`config.mk`:
```
export PLATFORM = sky130hd
export DESIGN_NAME = mvm_ctrl
export DESIGN_NICKNAME = d
export VERILOG_FILES = /design/src/rtl/mvm_pkg.sv /design/src/rtl/mvm_ctrl.sv
export SDC_FILE = /design/constraint.sdc
export NUM_CORES = 1
export LEC_CHECK = 0
export BUFFER_PORTS_ARGS = -buffer_cell sky130_fd_sc_hd__clkbuf_2
export CORE_AREA = 10 10 47 49
export CTS_CLUSTER_SIZE = 25
export DETAILED_ROUTE_END_ITERATION = 8
export DIE_AREA = 0 0 57 59
export GPL_TIMING_DRIVEN = 1
export PLACE_DENSITY = 0.37
export SLEW_MARGIN = 20
export SYNTH_ARGS = -nofsm -noshare
export SYNTH_HDL_FRONTEND = slang
export SYNTH_SLANG_ARGS = --single-unit
```
`constraint.sdc`:
```
create_clock -name clock -period 1.9 [get_ports clock]
set_clock_uncertainty 0.05 [all_clocks]
set_input_delay 0 -clock clock [delete_from_list [all_inputs] [get_ports clock]]
set_output_delay 0 -clock clock [all_outputs]
set_load 0.03 [all_outputs]
```
`src/rtl/mvm_pkg.sv`:
```
// Shared types, widths and codes of the matrix-vector multiply block.
`timescale 1ns / 1ps

package mvm_pkg;

   localparam int DATA_W         = 32;
   localparam int ACC_W          = 64;
   localparam int ROW_IDX_W      = 16;
   localparam int NUM_ROWS_W     = 17;
   localparam int NUM_COLS_W     = 13;
   localparam int CSR_INDEX_W    = 1;
   localparam int CSR_DATA_W     = 17;
   localparam int RSP_DATA_W     = ACC_W + ROW_IDX_W;

   localparam int MAX_COLS_DEFAULT = 4096;
   localparam int MAX_ROWS_DEFAULT = 65536;

   localparam logic [NUM_ROWS_W-1:0] NUM_ROWS_RESET = 17'd4096;
   localparam logic [NUM_COLS_W-1:0] NUM_COLS_RESET = 13'd4096;

   localparam logic [CSR_INDEX_W-1:0] CSR_NUM_ROWS = 1'b0;
   localparam logic [CSR_INDEX_W-1:0] CSR_NUM_COLS = 1'b1;

   localparam logic KIND_VECTOR = 1'b0;
   localparam logic KIND_MATRIX = 1'b1;

   typedef enum logic [1:0] {
      ST_IDLE,
      ST_MUL,
      ST_ACC
   } ctrl_state_type;

   typedef struct packed {
      logic accept_vec;
      logic accept_mat;
      logic mul_en;
      logic acc_en;
   } ctrl_cmd_type;

   typedef struct packed {
      logic row_end;
   } dp_status_type;

endpackage

```
`src/rtl/mvm_ctrl.sv`:
```
// Controller state machine that sequences each word and owns the result valid flag.
`timescale 1ns / 1ps

module mvm_ctrl (
   input  logic                  clock,
   input  logic                  reset,
   input  logic                  req_tvalid,
   output logic                  req_tready,
   input  logic                  req_kind,
   output logic                  rsp_tvalid,
   input  logic                  rsp_tready,
   input  mvm_pkg::dp_status_type status,
   output mvm_pkg::ctrl_cmd_type  cmd
);

   mvm_pkg::ctrl_state_type state_ff, state_in;
   logic out_valid_ff, out_valid_in;
   logic acc_go;

   // The accumulate step may finish unless it must load a result that cannot be held.
   assign acc_go = !status.row_end || !out_valid_ff || rsp_tready;

   always_comb begin
      state_in = state_ff;
      unique case (state_ff)
         mvm_pkg::ST_IDLE: begin
            if (req_tvalid && (req_kind == mvm_pkg::KIND_MATRIX)) begin
               state_in = mvm_pkg::ST_MUL;
            end
         end
         mvm_pkg::ST_MUL: begin
            state_in = mvm_pkg::ST_ACC;
         end
         mvm_pkg::ST_ACC: begin
            if (acc_go) begin
               state_in = mvm_pkg::ST_IDLE;
            end
         end
         default: begin
            state_in = mvm_pkg::ST_IDLE;
         end
      endcase
   end

   always_comb begin
      req_tready     = (state_ff == mvm_pkg::ST_IDLE) && !reset;
      cmd.accept_vec = req_tready && req_tvalid && (req_kind == mvm_pkg::KIND_VECTOR);
      cmd.accept_mat = req_tready && req_tvalid && (req_kind == mvm_pkg::KIND_MATRIX);
      cmd.mul_en     = (state_ff == mvm_pkg::ST_MUL);
      cmd.acc_en     = (state_ff == mvm_pkg::ST_ACC) && acc_go;
   end

   always_comb begin
      priority if (cmd.acc_en && status.row_end) begin
         out_valid_in = 1'b1;
      end else if (rsp_tready) begin
         out_valid_in = 1'b0;
      end else begin
         out_valid_in = out_valid_ff;
      end
   end

   assign rsp_tvalid = out_valid_ff;

   always_ff @(posedge clock) begin
      if (reset) begin
         state_ff     <= mvm_pkg::ST_IDLE;
         out_valid_ff <= 1'b0;
      end else begin
         state_ff     <= state_in;
         out_valid_ff <= out_valid_in;
      end
   end

endmodule

```
# == Word level (Yosys, flattened, before mapping) ==
# Index checks and enable logic that the tools add are counted.
# op_classes
addsub,0
mul,0
div_mod_pow,0
magnitude_cmp,0
eq_ne,4
shifts,0
n_mux,5
n_bitwise,1
reduce_logical,15
# op_table
cell,count
$logic_and 1x1->1,7
$pmux 2 s3,1
$mux 2,2
$ne 2x2->1 const B,2
$logic_not 1->1,3
$eq 2x1->1 const B,1
$eq 2x2->1 const B,1
$logic_not 2->1,1
$logic_or 1x1->1,2
$mux 1,2
$reduce_and 2->1,1
$reduce_bool 2->1,1
$not 1->1,1
# totals
ff_bits,3
latchBits,0
mem_bits_rw,0
romBits,0
out_inout_bits,6
wordCells,27
n_memories,0

# == Logic depth before layout (Yosys ltp) ==
# Gate-level depths: netlist (run 1).
# depth
depth_word,6
mapped_depth,2
depth_no_buf,2

# == Least setup slack after synthesis (run 1) ==
# OpenSTA, ideal clock, no wires.
# synth_timing
path_kind,reg2out
from,register state_ff[1]
to,output cmd[2] in the netlist's numbering
arrival_time_ns,1.438
slack_ns,0.412
path_stages_with_launch,2
path_buffers,0
path_cell_list,dfxtp_1 > nor4b_1
# synth_rtl
item,line_no,text
start: declaration,mvm_ctrl.sv:16,"mvm_pkg::ctrl_state_type state_ff, state_in;"
start signal: assignment,mvm_ctrl.sv:67,state_ff <= mvm_pkg::ST_IDLE;
start signal: assignment,mvm_ctrl.sv:70,state_ff <= state_in;
end: declaration,mvm_ctrl.sv:13,output mvm_pkg::ctrl_cmd_type cmd

==> results.json, run 1 <==
{
  "arrival_ns": 1.71,
  "vias": 218,
  "worst_slack_ns": 0.317,
  "rsz0062_at_grt": "no",
  "via_per_inst": 4.11,
  "synth.top_cell.area_share": 0.348,
  "clock_path_buffers": 2,
  "grt_remaining_overflow": 0,
  "fp.dieArea_um2": 3360,
  "max_freq_mhz": 632,
  "cts_resized": 0,
  "yosys_warnings": 0,
  "rows": 14,
  "critPathMaxFanout": 5,
  "yosys.cell_types.count": 14,
  "clock-root-buffer": "clkbuf_4",
  "cp_slowest_stage_delay_ns": 0.60,
  "portBuffers": 11,
  "multiInputGateArea_um2": 101,
  "die_h_um": 59,
  "dp_slack_ns": 0.886,
  "drv_cap": 0,
  "syn_nets": 24,
  "drive_gt1_frac": 0.405,
  "syn_inst": 18,
  "synth_seq_area_share": 0.348,
  "tightest_slew_ns": 0.267,
  "timing.slew.headroom": 0.819,
  "hold_path_class": "in -> reg",
  "cts_tree": "built",
  "fillers": 158,
  "status": "finished, final reports clean",
  "h-tree-depth": 1,
  "drc_errors": 0,
  "yosysTopAreaCell": "dfxtp_1",
  "first_global_vias": 257,
  "hp-start": "rsp_tready",
  "cts_made_buffers": 3,
  "antenna_cells": 0,
  "hold_violations": 0,
  "cp_slowest_cell": "dlygate4sd3_1",
  "final.min_clock_period_ns": 1.58,
  "ir_drop_v": 0.000447,
  "seqCellArea_um2": 60.1,
  "cp_common_cell": "dlygate4sd3_1",
  "rr_startpoint": "state_ff[1]",
  "worstSetupPathType": "in -> reg",
  "die_w_um": 57,
  "grt_pass1_wl_um": 1030,
  "synth-edff-count": 0,
  "power.density_nw_per_um2": 703,
  "wl_per_cell_um": 11.6,
  "grt_antenna_before_repair": 0,
  "final_max_slew_viol_count": 0,
  "clk_latency_ns": 0.24,
  "synthFlopType": "dfxtp_1",
  "yosysMostFrequentCell": "dfxtp_1",
  "gp_congestion": 0.676,
  "grt_max_degree": 9,
  "finalSetupViolCount": 0,
  "syn_avg_cell_area_um2": 9.59,
  "min_period_over_period": 0.833,
  "ys_top_cells_by_count": "3 x dfxtp_1, 2 x nand2b_1, 2 x nor4b_1",
  "drtPass1Iterations": 4,
  "syn_to_final_growth_pct": 83.3,
  "tns_ns": 0,
  "cp.required_ns": 2.03,
  "drtIter0Drc": 1,
  "ys_ff_latch": 3,
  "finalNetCount": 44,
  "crit_chain": "dlygate4sd3_1, clkbuf_2, nand2b_4, nor4b_1, dlygate4sd3_1",
  "cp-start-kind": "input port",
  "routed_wl_um": 617,
  "initial_core_util": 0.123,
  "clkSlewWorstSetupHoldPaths_ns": 0.04,
  "core-area_um2": 1400,
  "postRouteAntennaNets": 0,
  "crit_start": "reset",
  "synthTopCellsByArea": "dfxtp_1 35%, nor4b_1 10%, nand2b_4 8.0%",
  "p_leak_nw": 0.149,
  "cp-end-kind": "register",
  "io_pins": 12,
  "grt_util_all_layers": 0.0419,
  "synthArstFlopShare": 0,
  "cts_setup_buffers": 0,
  "cts_num_sinks": 3,
  "synth_area_um2": 173
}
kinds of logic (layout without fill, tap and decap cells):
group,count (synthesis),in the layout,synth area share
buffers and inverters,2,21,0.0652
and+or+nand+nor,10,10,0.449
AOI/OAI and AO/OA,3,3,0.138
DFF,3,3,0.348
worst paths after layout:
path                                    end  slack [ns]  depth (start not counted)
worst min-delay path            state_ff[1]        0.06                          3
worst max-delay path            state_ff[0]        0.32                          5
worst max register to register  state_ff[0]        0.50                          2
worst min register to register  state_ff[1]        0.49                          2
power by group:
part / total, mW / switching, mW / internal (mW)
Combinational: 0.0396 / 0.0210 / 0.0186
Sequential: 0.0678 / 0.00277 / 0.0651
Clock: 0.115 / 0.0363 / 0.0789
critical path, delay by kind of cell:
kind	cells	cell delay (ns)
buffers and inverters	3	1.27
AND/OR/NAND/NOR	2	0.43
state kept, by name, indices dropped and copies added, names as in the netlist:
name,flops
rsp_tvalid,1
state_ff,2
layer usage:
| metal | track usage | part of all wire | wire length (µm) | up-vias |
|---|---|---|---|---|
| met5 | 0 | 0 | 0 | - |
| met4 | 0.0101 | 0 | 0 | 0 |
| met3 | 0.0687 | 0.26 | 160 | 0 |
| met2 | 0.0496 | 0.34 | 212 | 16 |
| met1 | 0.0357 | 0.40 | 244 | 97 |
| li1 | - | - | - | 105 |
cell type report:
| cell class | instances | area share |
|---|---|---|
| Multi-Input combinational cell | 13 | 0.320 |
| Inverter | 1 | 0.0119 |
| Tap cell | 16 | 0.0632 |
| Clock buffer | 4 | 0.0830 |
| Sequential cell | 3 | 0.190 |
| Timing Repair Buffer | 16 | 0.332 |
timing repair:
| action | 4_1_cts | 5_1_grt |
|---|---|---|
| endpoints found under the setup margin | 0 | 0 |
| hold buffers | 5 | 0 |
| hold endpoints to repair | 3 | 0 |
placed cells by master, fill, tap and decap left out, drive strengths merged:
master       instances
nand3b               1
a21oi                1
nor4b                2
dlygate4sd3          5
nor3                 1
o21ba                1
o41ai                1
dfxtp                3
or3b                 1
inv                  1
nor4                 1
nor2b                1
clkbuf              15
nand2b               3
per-stage QoR:
step | instances | util | hold slack, ns | power, mW | instance area, µm²
finish | 53 | 0.226 | 0.0577 | 0.223 | 317
global route | 53 | 0.226 | 0.0870 | 0.237 | 317
CTS | 53 | 0.226 | 0.0511 | 0.227 | 317
detailed placement | 44 | 0.171 | 0.188 | 0.102 | 240
global placement | 44 | 0.171 | 0.180 | 0.101 | 240
floorplan | 18 | - | 0.0191 | 0.0892 | 173
No activity file was read; power rests on OpenSTA's default activity.
==> run 2: changes to the inputs <==
--- a/config.mk
+++ b/config.mk
@@ -5,13 +5,14 @@
 export SDC_FILE = /design/constraint.sdc
 export NUM_CORES = 1
 export LEC_CHECK = 0
+export ABC_AREA = 1
 export BUFFER_PORTS_ARGS = -buffer_cell sky130_fd_sc_hd__clkbuf_2
 export CORE_AREA = 10 10 47 49
 export CTS_CLUSTER_SIZE = 25
 export DETAILED_ROUTE_END_ITERATION = 8
 export DIE_AREA = 0 0 57 59
 export GPL_TIMING_DRIVEN = 1
-export PLACE_DENSITY = 0.37
+export PLACE_DENSITY = 0.35
 export SLEW_MARGIN = 20
 export SYNTH_ARGS = -nofsm -noshare
 export SYNTH_HDL_FRONTEND = slang
==> constraint.sdc (replaced) <==
create_clock -name clock -period 1.61 [get_ports clock]
set_clock_uncertainty 0.05 [all_clocks]
set_input_delay 0 -clock clock [delete_from_list [all_inputs] [get_ports clock]]
set_output_delay 0 -clock clock [all_outputs]
set_load 0.03 [all_outputs]
==> run 2 against run 1 <==
Compared with the run above:
- non-clock buffer count down 1
- register-to-register slack worse by 0.26 ns
- combinational power up 5%
- critical endpoint unchanged
- largest power group unchanged
==> results.json, run 2 <==
{
  "io_pins": 12,
  "crit_start": "reset",
  "yosysTopAreaCell": "dfxtp_1",
  "multiInputGateArea_um2": 68.8,
  "max_freq_mhz": 704,
  "h-tree-depth": 1,
  "rows": 14,
  "p_leak_nw": 0.155,
  "highest_layer": "met4",
  "synth-edff-count": 0,
  "hold_path_class": "in -> reg",
  "grt_antenna_before_repair": 0,
  "die_w_um": 57,
  "finalSetupViolCount": 0,
  "rrSetupSlack_ns": 0.24,
  "gp_congestion": 0.548,
  "timing.slew.headroom": 0.860,
  "rsz0062_at_grt": "no",
  "switching_share": 0.256,
  "routed_wl_um": 480,
  "synthArstFlopShare": 0,
  "clk_latency_ns": 0.23,
  "final_max_slew_viol_count": 0,
  "ys_ff_latch": 3,
  "synthFlopType": "dfxtp_1",
  "met2_wirelength_um": 219,
  "p_int_uw": 186,
  "setup.worst_path.end": "state_ff[0]",
  "final.min_clock_period_ns": 1.42,
  "final_common_cell": "clkbuf_2",
  "cp-start-kind": "input port",
  "hold_ws_ns": 0.0132,
  "yosys.cell_types.count": 9,
  "met1_length_um": 185,
  "comb_power_share": 0.165,
  "yosys_warnings": 0,
  "status": "finished, final reports clean",
  "wl_per_cell_um": 8.42,
  "first_global_vias": 209,
  "postRouteAntennaNets": 0,
  "layout_common_cells": "11 x clkbuf_2, 5 x nand2_1, 5 x nor2_1, 4 x inv_1, 4 x dlygate4sd3_1",
  "cp-end-kind": "register",
  "finalNetCount": 48,
  "cts_setup_buffers": 0,
  "die_h_um": 59,
  "critPathMaxFanout": 3,
  "synth_area_um2": 151,
  "seqCellArea_um2": 60.1,
  "wl_met3_um": 67,
  "clock-root-buffer": "clkbuf_4",
  "switching_power_uw": 64.0,
  "drive_gt1_frac": 0.390,
  "sequentialPowerShare": 0.314,
  "drv_cap": 0,
  "synthTopCellsByArea": "dfxtp_1 40%, nand2_1 12%, nor2_1 12%",
  "cts_num_sinks": 3,
  "syn_nets": 29,
  "hold_depth": 4,
  "clock_path_buffers": 2,
  "antenna_cells": 0,
  "power.density_nw_per_um2": 877,
  "top_register": "state_ff",
  "clkSlewWorstSetupHoldPaths_ns": 0.04,
  "hold_violations": 0,
  "syn_avg_cell_area_um2": 6.58,
  "ir_drop_v": 0.000188,
  "grt_pass1_wl_um": 800,
  "worstSetupPathType": "in -> reg",
  "cts_made_buffers": 3,
  "rr_startpoint": "state_ff[0]",
  "tightest_slew_ns": 0.208,
  "syn_to_final_growth_pct": 88.4,
  "fp.dieArea_um2": 3360,
  "synth_seq_area_share": 0.397,
  "pwr-share-clk": 0.520,
  "ctsHoldBuffers": 4,
  "cts_resized": 0,
  "arrival_ns": 1.54,
  "syn_inst": 23,
  "tns_ns": 0,
  "drc_errors": 0,
  "initial_core_util": 0.108,
  "total_power_uw": 250,
  "portBuffers": 11,
  "grt_remaining_overflow": 0,
  "r2r_end": "state_ff[0]",
  "largest_reg_flops": 2,
  "via_per_inst": 3.30,
  "fillers": 176,
  "vias": 188,
  "hpwl_um": 392,
  "reg2reg_depth": 4,
  "grt_max_degree": 5,
  "min_period_over_period": 0.883,
  "grt_util_all_layers": 0.0341,
  "cp.required_ns": 1.73,
  "ys_top_cells_by_count": "5 x nand2_1, 5 x nor2_1, 4 x inv_1",
  "synth.top_cell.area_share": 0.397,
  "core-area_um2": 1400,
  "drtPass1Iterations": 1,
  "cts_tree": "built",
  "drtIter0Drc": 0
}
run 2: power by group through the flow:
stage	clock [mW]	sequential, mW	combinational (mW)
2_1_floorplan	0	0.0801	0.0220
3_3_place_gp	0	0.0798	0.0364
3_5_place_dp	0	0.0798	0.0365
4_1_cts	0.139	0.0787	0.0422
5_1_grt	0.146	0.0788	0.0452
6_report	0.130	0.0786	0.0414
run 2: worst min-delay path by stage:
stage / endpoint / start
6_report: state_ff[1] / rsp_tready
5_1_grt: state_ff[1] / rsp_tready
4_1_cts: state_ff[1] / rsp_tready
3_5_place_dp: rsp_tvalid / reset
3_3_place_gp: rsp_tvalid / reset
2_1_floorplan: rsp_tvalid / reset
run 2: cell type report:
class | instances | area share
Tap cell | 16 | 0.0702
Sequential cell | 3 | 0.211
Clock buffer | 4 | 0.0921
Multi-Input combinational cell | 15 | 0.241
Timing Repair Buffer | 15 | 0.333
Inverter | 4 | 0.0526
run 2: cells by family (layout without fill, tap and decap cells):
| kind of cell | after synthesis | in the layout | share of synthesized area |
|---|---|---|---|
| AND/OR/NAND/NOR | 13 | 13 | 0.388 |
| AO/OA/AOI/OAI | 2 | 2 | 0.0661 |
| buffers and inverters | 5 | 23 | 0.149 |
| flip-flops | 3 | 3 | 0.397 |
run 2: metal layers:
metal | global-route usage | vias to the layer above
li1 | - | 104
met1 | 0.0283 | 74
met2 | 0.0419 | 8
met3 | 0.0279 | 2
met4 | 0.0503 | 0
met5 | 0 | -
run 2: critical path, cell delays in order:
cell and delay [ns]:
dlygate4sd3_1 0.53, clkbuf_2 0.13, nor3_2 0.17, nand2_2 0.09, nor2_1 0.08, dlygate4sd3_1 0.54
run 2: stage by stage:
| step | worst slack (ns) | utilization | cells | area [µm²] |
|---|---|---|---|---|
| after floorplan | 0.207 | - | 23 | 151 |
| after global placement | 0.620 | 0.156 | 49 | 219 |
| after detailed placement | 0.614 | 0.156 | 49 | 219 |
| after CTS | 0.189 | 0.204 | 57 | 285 |
| after global routing | 0.136 | 0.204 | 57 | 285 |
| final | 0.189 | 0.204 | 57 | 285 |
